## src/rtl/core/pfde_pkg.sv

```systemverilog
`timescale 1ns / 1ps

package pfde_pkg;

  localparam int GridSide   = 5;
  localparam int GridCells  = 25;
  localparam int AlphaCount = 26;
  localparam int CellW      = 5;
  localparam int LetterW    = 5;
  localparam int ByteW      = 8;
  localparam int AsciiW     = 7;

  typedef logic [CellW-1:0]   cell_t;
  typedef logic [LetterW-1:0] letter_t;
  typedef logic [ByteW-1:0]   byte_t;
  typedef logic [AsciiW-1:0]  ascii_t;
  typedef logic [2:0]         coord_t;

  localparam byte_t   PadByte    = 8'h78;  // 'x'
  localparam byte_t   SpaceByte  = 8'h20;
  localparam byte_t   FirstByte  = 8'h61;  // 'a'
  localparam byte_t   LastByte   = 8'h7a;  // 'z'
  localparam ascii_t  FirstAscii = 7'h61;
  localparam letter_t SkipLetter = 5'd9;   // 'j'
  localparam letter_t LastLetter = 5'd25;
  localparam cell_t   LastCell   = 5'd24;
  localparam coord_t  LastCoord  = 3'd4;

  typedef enum logic [1:0] {
    REQ_KEY     = 2'd0,
    REQ_KEY_END = 2'd1,
    REQ_TEXT    = 2'd2,
    REQ_MSG_END = 2'd3
  } req_e;

  typedef enum logic [2:0] {
    ST_IDLE,
    ST_FILL,
    ST_POS_B,
    ST_CELLS,
    ST_LET1,
    ST_LET2
  } state_e;

  typedef struct packed {
    logic    grid_we;
    cell_t   grid_waddr;
    letter_t grid_wdata;
    logic    grid_re;
    cell_t   grid_raddr;
    logic    pos_we;
    letter_t pos_waddr;
    cell_t   pos_wdata;
    logic    pos_re;
    letter_t pos_raddr;
  } mem_req_t;

  typedef struct packed {
    logic   load;
    ascii_t first;
    ascii_t second;
  } res_t;

  function automatic logic is_letter(byte_t b);
    return (b >= FirstByte) && (b <= LastByte);
  endfunction

  function automatic letter_t letter_of(byte_t b);
    byte_t diff;
    diff = b - FirstByte;
    return diff[LetterW-1:0];
  endfunction

  function automatic ascii_t letter_ascii(letter_t g);
    return FirstAscii + {2'b00, g};
  endfunction

  function automatic coord_t cell_row(cell_t c);
    coord_t r;
    if (c >= 5'd20)      r = 3'd4;
    else if (c >= 5'd15) r = 3'd3;
    else if (c >= 5'd10) r = 3'd2;
    else if (c >= 5'd5)  r = 3'd1;
    else                 r = 3'd0;
    return r;
  endfunction

  function automatic cell_t row_base(coord_t r);
    return {r, 2'b00} + {2'b00, r};
  endfunction

  function automatic coord_t cell_col(cell_t c);
    cell_t diff;
    diff = c - row_base(cell_row(c));
    return diff[2:0];
  endfunction

  function automatic cell_t cell_at(coord_t r, coord_t c);
    return row_base(r) + {2'b00, c};
  endfunction

  function automatic coord_t wrap_inc(coord_t x);
    return (x == LastCoord) ? 3'd0 : x + 3'd1;
  endfunction

endpackage

```

## src/rtl/core/pfde_ram.sv

```systemverilog
`timescale 1ns / 1ps

module pfde_ram #(
  parameter int Width = 5,
  parameter int Depth = 25,
  localparam int AddrW = $clog2(Depth)
) (
  input  logic             clk_i,
  input  logic             we_i,
  input  logic [AddrW-1:0] waddr_i,
  input  logic [Width-1:0] wdata_i,
  input  logic             re_i,
  input  logic [AddrW-1:0] raddr_i,
  output logic [Width-1:0] rdata_o
);

  logic [Width-1:0] mem_q [Depth];
  logic [Width-1:0] rdata_q;

  always_ff @(posedge clk_i) begin
    if (we_i) begin
      mem_q[waddr_i] <= wdata_i;
    end
    if (re_i) begin
      rdata_q <= mem_q[raddr_i];
    end
  end

  assign rdata_o = rdata_q;

endmodule

```

## src/rtl/core/pfde_seq.sv

```systemverilog
`timescale 1ns / 1ps

module pfde_seq
  import pfde_pkg::*;
(
  input  logic     clk_i,
  input  logic     rst_ni,
  input  logic     in_valid_i,
  output logic     in_stall_o,
  input  logic [1:0] req_type_i,
  input  byte_t    char_byte_i,
  input  logic     out_free_i,
  output mem_req_t mem_req_o,
  input  letter_t  grid_rdata_i,
  input  cell_t    pos_rdata_i,
  output res_t     res_o
);

  state_e state_q, state_d;
  cell_t   cells_filled_q, cells_filled_d;
  logic    grid_ready_q, grid_ready_d;
  logic    held_valid_q, held_valid_d;
  logic    prev_valid_q, prev_valid_d;
  logic [AlphaCount-1:0] pos_valid_q, pos_valid_d;
  letter_t fill_idx_q, fill_idx_d;
  logic    a_ok_q, a_ok_d;
  logic    b_ok_q, b_ok_d;

  byte_t   held_q, held_d;
  byte_t   prev_q, prev_d;
  byte_t   op_b_q, op_b_d;
  cell_t   ca_q, ca_d;
  cell_t   t2_q, t2_d;
  letter_t letter1_q, letter1_d;

  logic [31:0] pos_valid_ext;
  logic    place_en;
  letter_t place_idx;
  byte_t   eff;
  byte_t   pair_a, pair_b;
  logic    start_pair;
  cell_t   cb;
  coord_t  r1, c1, r2, c2;
  cell_t   t1, t2;

  assign pos_valid_ext = {{(32 - AlphaCount){1'b0}}, pos_valid_q};

  always_comb begin
    r1 = cell_row(ca_q);
    c1 = cell_col(ca_q);
    cb = b_ok_q ? pos_rdata_i : '0;
    r2 = cell_row(cb);
    c2 = cell_col(cb);
    if (r1 == r2) begin
      t1 = cell_at(r1, wrap_inc(c1));
      t2 = cell_at(r2, wrap_inc(c2));
    end else if (c1 == c2) begin
      t1 = cell_at(wrap_inc(r1), c1);
      t2 = cell_at(wrap_inc(r2), c2);
    end else begin
      t1 = cell_at(r1, c2);
      t2 = cell_at(r2, c1);
    end
  end

  always_comb begin
    state_d        = state_q;
    cells_filled_d = cells_filled_q;
    grid_ready_d   = grid_ready_q;
    held_valid_d   = held_valid_q;
    prev_valid_d   = prev_valid_q;
    pos_valid_d    = pos_valid_q;
    fill_idx_d     = fill_idx_q;
    a_ok_d         = a_ok_q;
    b_ok_d         = b_ok_q;
    held_d         = held_q;
    prev_d         = prev_q;
    op_b_d         = op_b_q;
    ca_d           = ca_q;
    t2_d           = t2_q;
    letter1_d      = letter1_q;
    mem_req_o      = '0;
    res_o          = '0;
    place_en       = 1'b0;
    place_idx      = letter_of(char_byte_i);
    start_pair     = 1'b0;
    pair_a         = held_q;
    pair_b         = PadByte;
    eff = (prev_valid_q && (char_byte_i == prev_q)) ? PadByte : char_byte_i;
    in_stall_o     = (state_q != ST_IDLE);

    case (state_q)
      ST_IDLE: begin
        if (in_valid_i) begin
          case (req_e'(req_type_i))
            REQ_KEY: begin
              place_en = !grid_ready_q && is_letter(char_byte_i);
            end
            REQ_KEY_END: begin
              if (!grid_ready_q) begin
                fill_idx_d = '0;
                state_d    = ST_FILL;
              end
            end
            REQ_TEXT: begin
              if (grid_ready_q && (char_byte_i != SpaceByte)) begin
                prev_d       = eff;
                prev_valid_d = 1'b1;
                if (held_valid_q) begin
                  start_pair = 1'b1;
                  pair_b     = eff;
                end else begin
                  held_d       = eff;
                  held_valid_d = 1'b1;
                end
              end
            end
            REQ_MSG_END: begin
              if (grid_ready_q) begin
                held_d       = '0;
                prev_d       = '0;
                prev_valid_d = 1'b0;
                start_pair   = held_valid_q;
              end
            end
            default: ;
          endcase
        end
      end
      ST_FILL: begin
        place_en  = (fill_idx_q != SkipLetter);
        place_idx = fill_idx_q;
        if (fill_idx_q == LastLetter) begin
          grid_ready_d = 1'b1;
          state_d      = ST_IDLE;
        end else begin
          fill_idx_d = fill_idx_q + 5'd1;
        end
      end
      ST_POS_B: begin
        ca_d              = a_ok_q ? pos_rdata_i : '0;
        b_ok_d            = is_letter(op_b_q) && pos_valid_ext[letter_of(op_b_q)];
        mem_req_o.pos_re    = 1'b1;
        mem_req_o.pos_raddr = letter_of(op_b_q);
        state_d           = ST_CELLS;
      end
      ST_CELLS: begin
        mem_req_o.grid_re    = 1'b1;
        mem_req_o.grid_raddr = t1;
        t2_d                 = t2;
        state_d              = ST_LET1;
      end
      ST_LET1: begin
        letter1_d            = grid_rdata_i;
        mem_req_o.grid_re    = 1'b1;
        mem_req_o.grid_raddr = t2_q;
        state_d              = ST_LET2;
      end
      ST_LET2: begin
        if (out_free_i) begin
          res_o.load   = 1'b1;
          res_o.first  = letter_ascii(letter1_q);
          res_o.second = letter_ascii(grid_rdata_i);
          state_d      = ST_IDLE;
        end
      end
      default: state_d = ST_IDLE;
    endcase

    if (start_pair) begin
      op_b_d              = pair_b;
      a_ok_d              = is_letter(pair_a) && pos_valid_ext[letter_of(pair_a)];
      held_valid_d        = 1'b0;
      mem_req_o.pos_re    = 1'b1;
      mem_req_o.pos_raddr = letter_of(pair_a);
      state_d             = ST_POS_B;
    end

    // Place a letter once, into the next free cell, while the grid has room.
    if (place_en && !pos_valid_ext[place_idx] && (cells_filled_q <= LastCell)) begin
      mem_req_o.grid_we    = 1'b1;
      mem_req_o.grid_waddr = cells_filled_q;
      mem_req_o.grid_wdata = place_idx;
      mem_req_o.pos_we     = 1'b1;
      mem_req_o.pos_waddr  = place_idx;
      mem_req_o.pos_wdata  = cells_filled_q;
      pos_valid_d[place_idx] = 1'b1;
      cells_filled_d       = cells_filled_q + 5'd1;
    end
  end

  always_ff @(posedge clk_i or negedge rst_ni) begin
    if (!rst_ni) begin
      state_q        <= ST_IDLE;
      cells_filled_q <= '0;
      grid_ready_q   <= 1'b0;
      held_valid_q   <= 1'b0;
      prev_valid_q   <= 1'b0;
      pos_valid_q    <= '0;
      fill_idx_q     <= '0;
      a_ok_q         <= 1'b0;
      b_ok_q         <= 1'b0;
    end else begin
      state_q        <= state_d;
      cells_filled_q <= cells_filled_d;
      grid_ready_q   <= grid_ready_d;
      held_valid_q   <= held_valid_d;
      prev_valid_q   <= prev_valid_d;
      pos_valid_q    <= pos_valid_d;
      fill_idx_q     <= fill_idx_d;
      a_ok_q         <= a_ok_d;
      b_ok_q         <= b_ok_d;
    end
  end

  always_ff @(posedge clk_i) begin
    held_q    <= held_d;
    prev_q    <= prev_d;
    op_b_q    <= op_b_d;
    ca_q      <= ca_d;
    t2_q      <= t2_d;
    letter1_q <= letter1_d;
  end

endmodule

```

## src/rtl/core/playfair_digraph_encryptor_core.sv

```systemverilog
`timescale 1ns / 1ps
// Channel   Handshake                  Payload
// input     in_valid_i / in_stall_o    req_type_i[1:0], char_byte_i[7:0]
// output    out_valid_o / out_stall_i  cipher_first_o[6:0], cipher_second_o[6:0]
//
// Key letters, unpaired text bytes and message ends without a held byte are
// taken without stalling the input. Key end walks the alphabet once through
// the placement logic. A completed digraph reads the position memory for each
// letter, then the grid memory for each cipher cell, on their single read ports.
// Reset clears all control state and the position valid bits; no clearing pass.
// A stalled output holds the last digraph stage until the output register frees.

module playfair_digraph_encryptor_core
  import pfde_pkg::*;
(
  input  logic       clk_i,
  input  logic       rst_ni,
  input  logic       in_valid_i,
  output logic       in_stall_o,
  input  logic [1:0] req_type_i,
  input  logic [7:0] char_byte_i,
  output logic       out_valid_o,
  input  logic       out_stall_i,
  output logic [6:0] cipher_first_o,
  output logic [6:0] cipher_second_o
);

  mem_req_t mem_req;
  res_t     res;
  letter_t  grid_rdata;
  cell_t    pos_rdata;
  logic     out_free;

  logic   out_valid_q;
  ascii_t first_q, second_q;

  // Sequencer: key placement, alphabet fill, digraph lookups.
  pfde_seq u_seq (
    .clk_i        (clk_i),
    .rst_ni       (rst_ni),
    .in_valid_i   (in_valid_i),
    .in_stall_o   (in_stall_o),
    .req_type_i   (req_type_i),
    .char_byte_i  (char_byte_i),
    .out_free_i   (out_free),
    .mem_req_o    (mem_req),
    .grid_rdata_i (grid_rdata),
    .pos_rdata_i  (pos_rdata),
    .res_o        (res)
  );

  // Grid memory: cell -> letter index.
  pfde_ram #(
    .Width (LetterW),
    .Depth (GridCells)
  ) u_grid_ram (
    .clk_i   (clk_i),
    .we_i    (mem_req.grid_we),
    .waddr_i (mem_req.grid_waddr),
    .wdata_i (mem_req.grid_wdata),
    .re_i    (mem_req.grid_re),
    .raddr_i (mem_req.grid_raddr),
    .rdata_o (grid_rdata)
  );

  // Position memory: letter index -> cell; validity lives in the sequencer.
  pfde_ram #(
    .Width (CellW),
    .Depth (AlphaCount)
  ) u_pos_ram (
    .clk_i   (clk_i),
    .we_i    (mem_req.pos_we),
    .waddr_i (mem_req.pos_waddr),
    .wdata_i (mem_req.pos_wdata),
    .re_i    (mem_req.pos_re),
    .raddr_i (mem_req.pos_raddr),
    .rdata_o (pos_rdata)
  );

  // Output register: free when empty or when the current transaction leaves.
  assign out_free = !out_valid_q || !out_stall_i;

  always_ff @(posedge clk_i or negedge rst_ni) begin
    if (!rst_ni) begin
      out_valid_q <= 1'b0;
    end else if (res.load) begin
      out_valid_q <= 1'b1;
    end else if (!out_stall_i) begin
      out_valid_q <= 1'b0;
    end
  end

  // Hold the payload until a new digraph loads.
  always_ff @(posedge clk_i) begin
    if (res.load) begin
      first_q  <= res.first;
      second_q <= res.second;
    end
  end

  assign out_valid_o     = out_valid_q;
  assign cipher_first_o  = first_q;
  assign cipher_second_o = second_q;

endmodule

```

## config.mk

```make
export PLATFORM = sky130hd
export DESIGN_NAME = playfair_digraph_encryptor_core
export DESIGN_NICKNAME = d
export VERILOG_FILES = /design/src/rtl/core/pfde_pkg.sv /design/src/rtl/core/pfde_ram.sv /design/src/rtl/core/pfde_seq.sv /design/src/rtl/core/playfair_digraph_encryptor_core.sv
export SDC_FILE = /design/constraint.sdc
export NUM_CORES = 1
export LEC_CHECK = 0
export BUFFER_PORTS_ARGS = -buffer_cell sky130_fd_sc_hd__buf_2
export CAP_MARGIN = 10
export CORE_ASPECT_RATIO = 1.5
export CORE_UTILIZATION = 30
export CTS_BUF_LIST = sky130_fd_sc_hd__clkbuf_4 sky130_fd_sc_hd__clkbuf_8
export DETAILED_ROUTE_END_ITERATION = 10
export GPL_ROUTABILITY_DRIVEN = 0
export SETUP_SLACK_MARGIN = 0.05
export SYNTH_ARGS = -nofsm -noshare
export SYNTH_HDL_FRONTEND = slang
export SYNTH_SLANG_ARGS = --single-unit
```

## constraint.sdc

```tcl
create_clock -name clk_i -period 4.5 [get_ports clk_i]
set_input_delay 1.35 -clock clk_i [delete_from_list [all_inputs] [get_ports clk_i]]
set_output_delay 1.35 -clock clk_i [all_outputs]
set_load 0.01 [all_outputs]
```

======== Yosys cells after proc, flatten, opt, wreduce, memory -nomap -nowiden ========
Memory sizes are Yosys's and may differ from the RTL's. A register that Yosys moved wholly into a read port is not among the register bits.
Index checks and enable logic that the tools add are counted.
storage, ports and cells
  RAM bits ................................ 255
  memories kept ........................... 2
  bits in registers ....................... 98
  word-level logic and storage cells ...... 201
memories
  name              words  width  read ports  clocked after Yosys merged registers in  write ports  line            source
  u_pos_ram.mem_q   26     5      1           1                                        1            pfde_ram.sv:17  logic [Width-1:0] mem_q [Depth];
  u_grid_ram.mem_q  25     5      1           1                                        1            pfde_ram.sv:17
operators by class
  add/sub/neg operators ................... 23
  reduce and logical (&&, ||, !) cells .... 33
  muxes and demuxes ....................... 74
  eq/ne operators ......................... 31
  $lt $le $gt $ge ......................... 19
  bitwise operators ....................... 1
operators with widths
  kind                 number
  $add 5x3->5          10
  $mux 5               10
  $mux 3               16
  $mux 8               5
  $pmux 8 s2           2
  $mux 15              2
  $or 26x26->26        1
  $mux 1               25
  $ge 8x7->1 const B   3
  $le 8x7->1 const B   3
  $mux 11              2
  $ge 5x4->1 const B   4
  $reduce_and 5->1     4
  $eq 3x3->1 const B   6
  $lt 5x6->1 const B   3
  $pmux 3 s6           1
  $bmux 1 s5           3
  $sub 5x1->5 const B  3
  $add 6x6->7 const A  2
  $add 3x1->3 const B  4
  $mux 6               2
  $pmux 6 s2           1
  $reduce_bool 2->1    6
  $logic_and 1x1->1    11
  other kinds (31)     52

======== Longest topological paths before layout ========
  depth after elaboration ................. 12
  depth in mapped cells ................... 21
  mapped depth without buffers ............ 21

======== Cells and area by module ========
From an unflattened synthesis, not the netlist that was laid out.
unflattened totals
  cell total of the unflattened synthesis .. 1255
  area, all modules ....................... 17501.8 µm²
modules (own cells, without submodules)
  module                           seq. area each (µm²)  cells an instance  instances  area an instance (µm²)
  pfde_seq                         2272.2                653                1          6498.7
  pfde_ram at u_pos_ram            4053.9                314                1          5416.4
  pfde_ram at u_grid_ram           3903.7                271                1          5129.9
  playfair_digraph_encryptor_core  445.4                 17                 1          456.7

======== Worst setup path before layout ========
OpenSTA, ideal clock, no wires.
  path type ............................... register to register
  start point ............................. register u_seq.ca_q[2]
  end point ............................... register u_grid_ram.rdata_q[2] (netlist: u_grid_ram.rdata_o[2]), read port of u_grid_ram.mem_q, data pin
  cell stages (with the launch flop) ...... 17
  period minus slack after synthesis ...... 4.859 ns
  arrival ................................. 4.603 ns
  path slack .............................. -0.359 ns
  library setup time ...................... 0.256 ns
  required time ........................... 4.244 ns
  cells stage by stage .................... edfxtp_1 > nand2b_1 > o22ai_1 > inv_1 > fa_1 > inv_1 > ha_1 > a21boi_1 > or3_1 > fa_1 > xnor2_1 > a32oi_1 > nand2_4 > buf_4 > a211oi_1 > a22oi_1 > and4_1
between the ends
  cells in the longest elaborated chain, start to end .. 12
  elaborated cells between the ends (all ways) .. 25
RTL lines
  what                                          line                             source
  start: declaration                            pfde_seq.sv:32                   cell_t ca_q, ca_d;
  start signal: assignment                      pfde_seq.sv:220                  ca_q <= ca_d;
  $ge 5x3->1                                    pfde_pkg.sv:83                   else if (c >= 5'd5) r = 3'd1;
  $mux 1                                        pfde_pkg.sv:83
  $mux 3                                        pfde_pkg.sv:82                   else if (c >= 5'd10) r = 3'd2;
  $mux 3                                        pfde_pkg.sv:81                   else if (c >= 5'd15) r = 3'd3;
  $mux 3                                        pfde_pkg.sv:80                   if (c >= 5'd20) r = 3'd4;
  $add 5x3->5, or another cell as far along     pfde_pkg.sv:89                   return {r, 2'b00} + {2'b00, r};
  $sub 3x3->3 / $mux 3 (equally long branches)  pfde_pkg.sv:94, pfde_pkg.sv:103
  $add 3x1->3, or another cell as far along     pfde_pkg.sv:103                  return (x == LastCoord) ? 3'd0 : x + 3'd1;
  $mux 3 / $add 5x3->5 (equally long branches)  pfde_pkg.sv:103, pfde_pkg.sv:99
  $add 5x3->5 / $mux 5 (equally long branches)  pfde_pkg.sv:99, pfde_seq.sv:57
  $mux 5 *                                      pfde_seq.sv:54                   if (r1 == r2) begin
  $pmux 6 s2 *                                  pfde_seq.sv:92                   case (state_q)
  end: declaration                              pfde_ram.sv:18                   logic [Width-1:0] rdata_q;
Mark *: on every way between the ends. The rest lies on a longest branch, timed or not.
A chain may end at the register's enable or synchronous reset.

======== Worst setup path after layout ========
  start point ............................. register u_seq.ca_q[3]
  end point ............................... register u_grid_ram.rdata_q[4] (netlist: u_grid_ram.rdata_o[4]), read port of u_grid_ram.mem_q, data pin
between the ends
  cells in the longest elaborated chain, start to end .. 12
  elaborated cells between the ends (all ways) .. 25
RTL lines
  what                                          line
  $ge 5x3->1                                    pfde_pkg.sv:83
  $mux 1                                        pfde_pkg.sv:83
  $mux 3                                        pfde_pkg.sv:82
  $mux 3                                        pfde_pkg.sv:81
  $mux 3 *                                      pfde_pkg.sv:80
  $add 5x3->5, or another cell as far along     pfde_pkg.sv:89
  $sub 3x3->3 / $mux 3 (equally long branches)  pfde_pkg.sv:94, pfde_pkg.sv:103
  $add 3x1->3, or another cell as far along     pfde_pkg.sv:103
  $mux 3 / $add 5x3->5 (equally long branches)  pfde_pkg.sv:103, pfde_pkg.sv:99
  $add 5x3->5 / $mux 5 (equally long branches)  pfde_pkg.sv:99, pfde_seq.sv:57
  $mux 5 *                                      pfde_seq.sv:54
  $pmux 6 s2 *                                  pfde_seq.sv:92
Marks and branches as above.

==> run metrics <==
status complete, no violations; post-synthesis cell area 17,300 µm²; Crit path max-delay family simple AND/OR/NAND/NOR gates; # nets final 1,642; NetSw 3.26 mW; max-slew violation count 0; clk sink count 363; largest net degree at the start of global routing 46; #FFs+latches synth 363; met3 WL post-DR 1600 µm; Warnings, synthesis 0; ys async rst share 12.4%; DP Cell Count 2,268; Max Buffers Root-to-Sink 3; Final Cell Area 21,400 µm²; drt via density 4.92; clock latency on the worst-skew pair 0.63 ns; Synth Area in Simple Gates 12.1%; Adder-Cell Fraction of Synth Area 4.32%; root buffer cell clkbuf_8; Antenna Nets Post-Route 0; Die H 296 µm; register share of total power 47.2%; die footprint 58,800 µm²; Via Count 11,700; DP Worst Slack -0.213 ns; FMAX 224 MHz; Seq/Total Area, Yosys 61.6%; CP peak stage delay 0.47 ns; crit path buf inv count 3; Mean Syn Cell Area 12.8 µm²; DR pass1 iterations 5; post-placement cell area 19,900 µm²; Comb pwr share 25.6%; Final Setup Violations 0; core box area 56,900 µm²; clk_skew 0.0429 ns; Iter 0 DRT Violations 671; peak supply drop 335 µV; vias in the first global route 12,700; fin util 37.7%; routed length per instance 18.2 µm; final hold vios 0; post-synthesis mux area share 5.27%; Worst-Margin Slew 1.09 ns; min-delay worst type reg2reg; wirelength, routed 43,400 µm; total CTS buffers 56; CP Capture Type flip-flop; Sw Ratio 30.7%; slew margin rel. 26.7%; num ports 30; Worst EP required 4.89 ns; Period minus WS final 4.47 ns; largest family of logic cells by synthesized area simple AND/OR/NAND/NOR gates; Final WS setup 0.0342 ns; metal2 WL 23,800 µm; Distinct cells, synth 77; commonest non-fill, non-tap cell in the layout edfxtp_1; Layout Cells excl Fill 2,385; crit path DAT 4.86 ns; Syn Inst Count 1,349; Leak Pwr 7.92 nW; Global Route Usage Sum 15.1%; max layer used met4; Max-Cap Viols 0; Crit Path Max Fanout 6; CP startpoint u_seq.ca_q[3]$_SDFFCE_PN0P_; commonest cells after routing, fill and taps aside edfxtp_1, buf_4, nand2_1; slowest cell on the critical path edfxtp_1; layout cell share with drive strength beyond 1 26.0%; DPL Wire Length 31,100 µm; grt ovf 0; Setup crit start kind flip-flop; R2R Path Start u_seq.ca_q[3]$_SDFFCE_PN0P_; Crit Path Category reg2reg; fin crit share 99.2%; HP Start u_seq.prev_valid_q$_DFFE_PN0P_; PortBufs 29; Area Growth Syn to Fin 23.6%; cts hold-fix bufs 0; Synthesized Nets 1,416; Primary FF master, synth edfxtp_1; antenna violations before repair 1; Internal 7.34 mW; CTS tree built; first-pass GRT wire length 68,600 µm; critical path cell sequence nand2b_4 -> o21ai_4 -> a22oi_2 -> inv_2 -> ha_4 -> inv_2 -> fa_2 -> or3_4 -> nand2_4 -> fa_1 -> ha_1 -> a21o_1 -> a21oi_2 -> xnor2_1 -> nor3_1 -> o21ai_1 -> a32o_2 -> nand3_4 -> buf_4 -> nor3_2 -> a21oi_2 -> and4_1; Worst-path clk slew 0.07 ns; DRC violations left 0; depth of the CTS H-tree 2; RSZ-0062 raised after global routing true; Synth Area in XOR/XNOR 2.18%; EDFF count, synth 318; Post-Route M1 WL 16,200 µm; Core Rows 107; post-synthesis compound-gate area fraction 11.9%; Clk network pwr share 27.2%; Initial Util 30.5%; Cell Pwr Density 495 nW/µm²; final total power 10.6 mW; Die Width 198 µm
## per-stage QoR
step,setup TNS (ns),hold slack (ns)
2_1_floorplan,0,0.446
3_3_place_gp,-0.655,0.474
3_5_place_dp,-1.38,0.489
4_1_cts,-0.0480,0.510
5_1_grt,-0.836,0.533
6_report,0,0.512
## repair_timing
action / 4_1_cts / 5_1_grt
setup buffers: 5 / 6
gates resized for setup: 34 / 19
pin swaps: 5 / 10
gates cloned: 0 / 1
setup endpoints to repair: 5 / 5
hold endpoints to repair: 0 / 0
## area by class of cell
type                    count  area [µm²]
fillers                  5426       35500
flip-flops and latches    363       10700
clock buffers              75         938
inverters                  51         191
clock inverters            29         250
repair buffers            225        1890
diodes                      1        2.50
well taps                 763         955
multi-input cells         878        6520
## synthesized netlist by cell type (all sizes together) (25+ instances only)
cell	number	area [µm²]
a211oi	50	385
clkbuf	40	150
mux2i	26	260
nor3	30	150
o21ai	40	208
ha	43	538
nor2	85	319
dfrtp	45	1130
nand2	153	584
inv	51	191
mux4	25	563
a21oi	55	275
xnor2	28	253
nand3	30	150
edfxtp	318	9550
and2	60	375
## cell families (layout without fill, tap and decap cells)
family | Yosys count | in the layout
simple gates | 432 | 432
flops | 363 | 363
compound gates | 294 | 294
buf+inv | 108 | 380
mux | 59 | 59
fa+ha+maj | 54 | 54
xor+xnor | 39 | 39
other cells | 0 | 1
## metal layers
layer	GRT usage, %	vias to the layer above
li1	-	5535
met1	15.5	5784
met2	29.7	277
met3	1.92	128
met4	7.17	0
met5	0	-
## power groups by stage
stage / combinational [mW] / sequential (mW) / clock (mW)
finish: 2.72 / 5.00 / 2.88
global route: 2.95 / 5.05 / 3.10
CTS: 2.74 / 5.00 / 2.95
detailed placement: 2.72 / 5.06 / 0
global placement: 2.70 / 5.06 / 0
floorplan: 1.39 / 4.92 / 0
## worst paths after layout
path	endpoint	slack [ns]	cells past startpoint
min in group asynchronous	u_seq.pos_valid_q[14]$_DFFE_PN0P_	0.94	1
max in group asynchronous	u_seq.pos_valid_q[25]$_DFFE_PN0P_	2.86	1
worst min register to register	u_seq.prev_valid_q$_DFFE_PN0P_	0.51	1
worst max-delay path	u_grid_ram.rdata_o[4]$_DFFE_PN_	0.03	22
worst min-delay path	u_seq.prev_valid_q$_DFFE_PN0P_	0.51	1
worst max register to register	u_grid_ram.rdata_o[4]$_DFFE_PN_	0.03	22
## registers in the layout, indices dropped and copies added, names as in the netlist, 3 cells and up
signal / cells
u_pos_ram.rdata_o: 5
u_seq.held_q: 8
cipher_second_o: 7
cipher_first_o: 7
u_grid_ram.rdata_o: 5
u_seq.fill_idx_q: 5
u_grid_ram.mem_q: 125
u_seq.letter1_q: 5
u_seq.pos_valid_q: 26
u_seq.cells_filled_q: 5
u_seq.prev_q: 8
u_seq.op_b_q: 8
u_seq.t2_q: 5
u_pos_ram.mem_q: 130
u_seq.ca_q: 5
u_seq.state_q: 3
(Power assumes the default switching activity.)
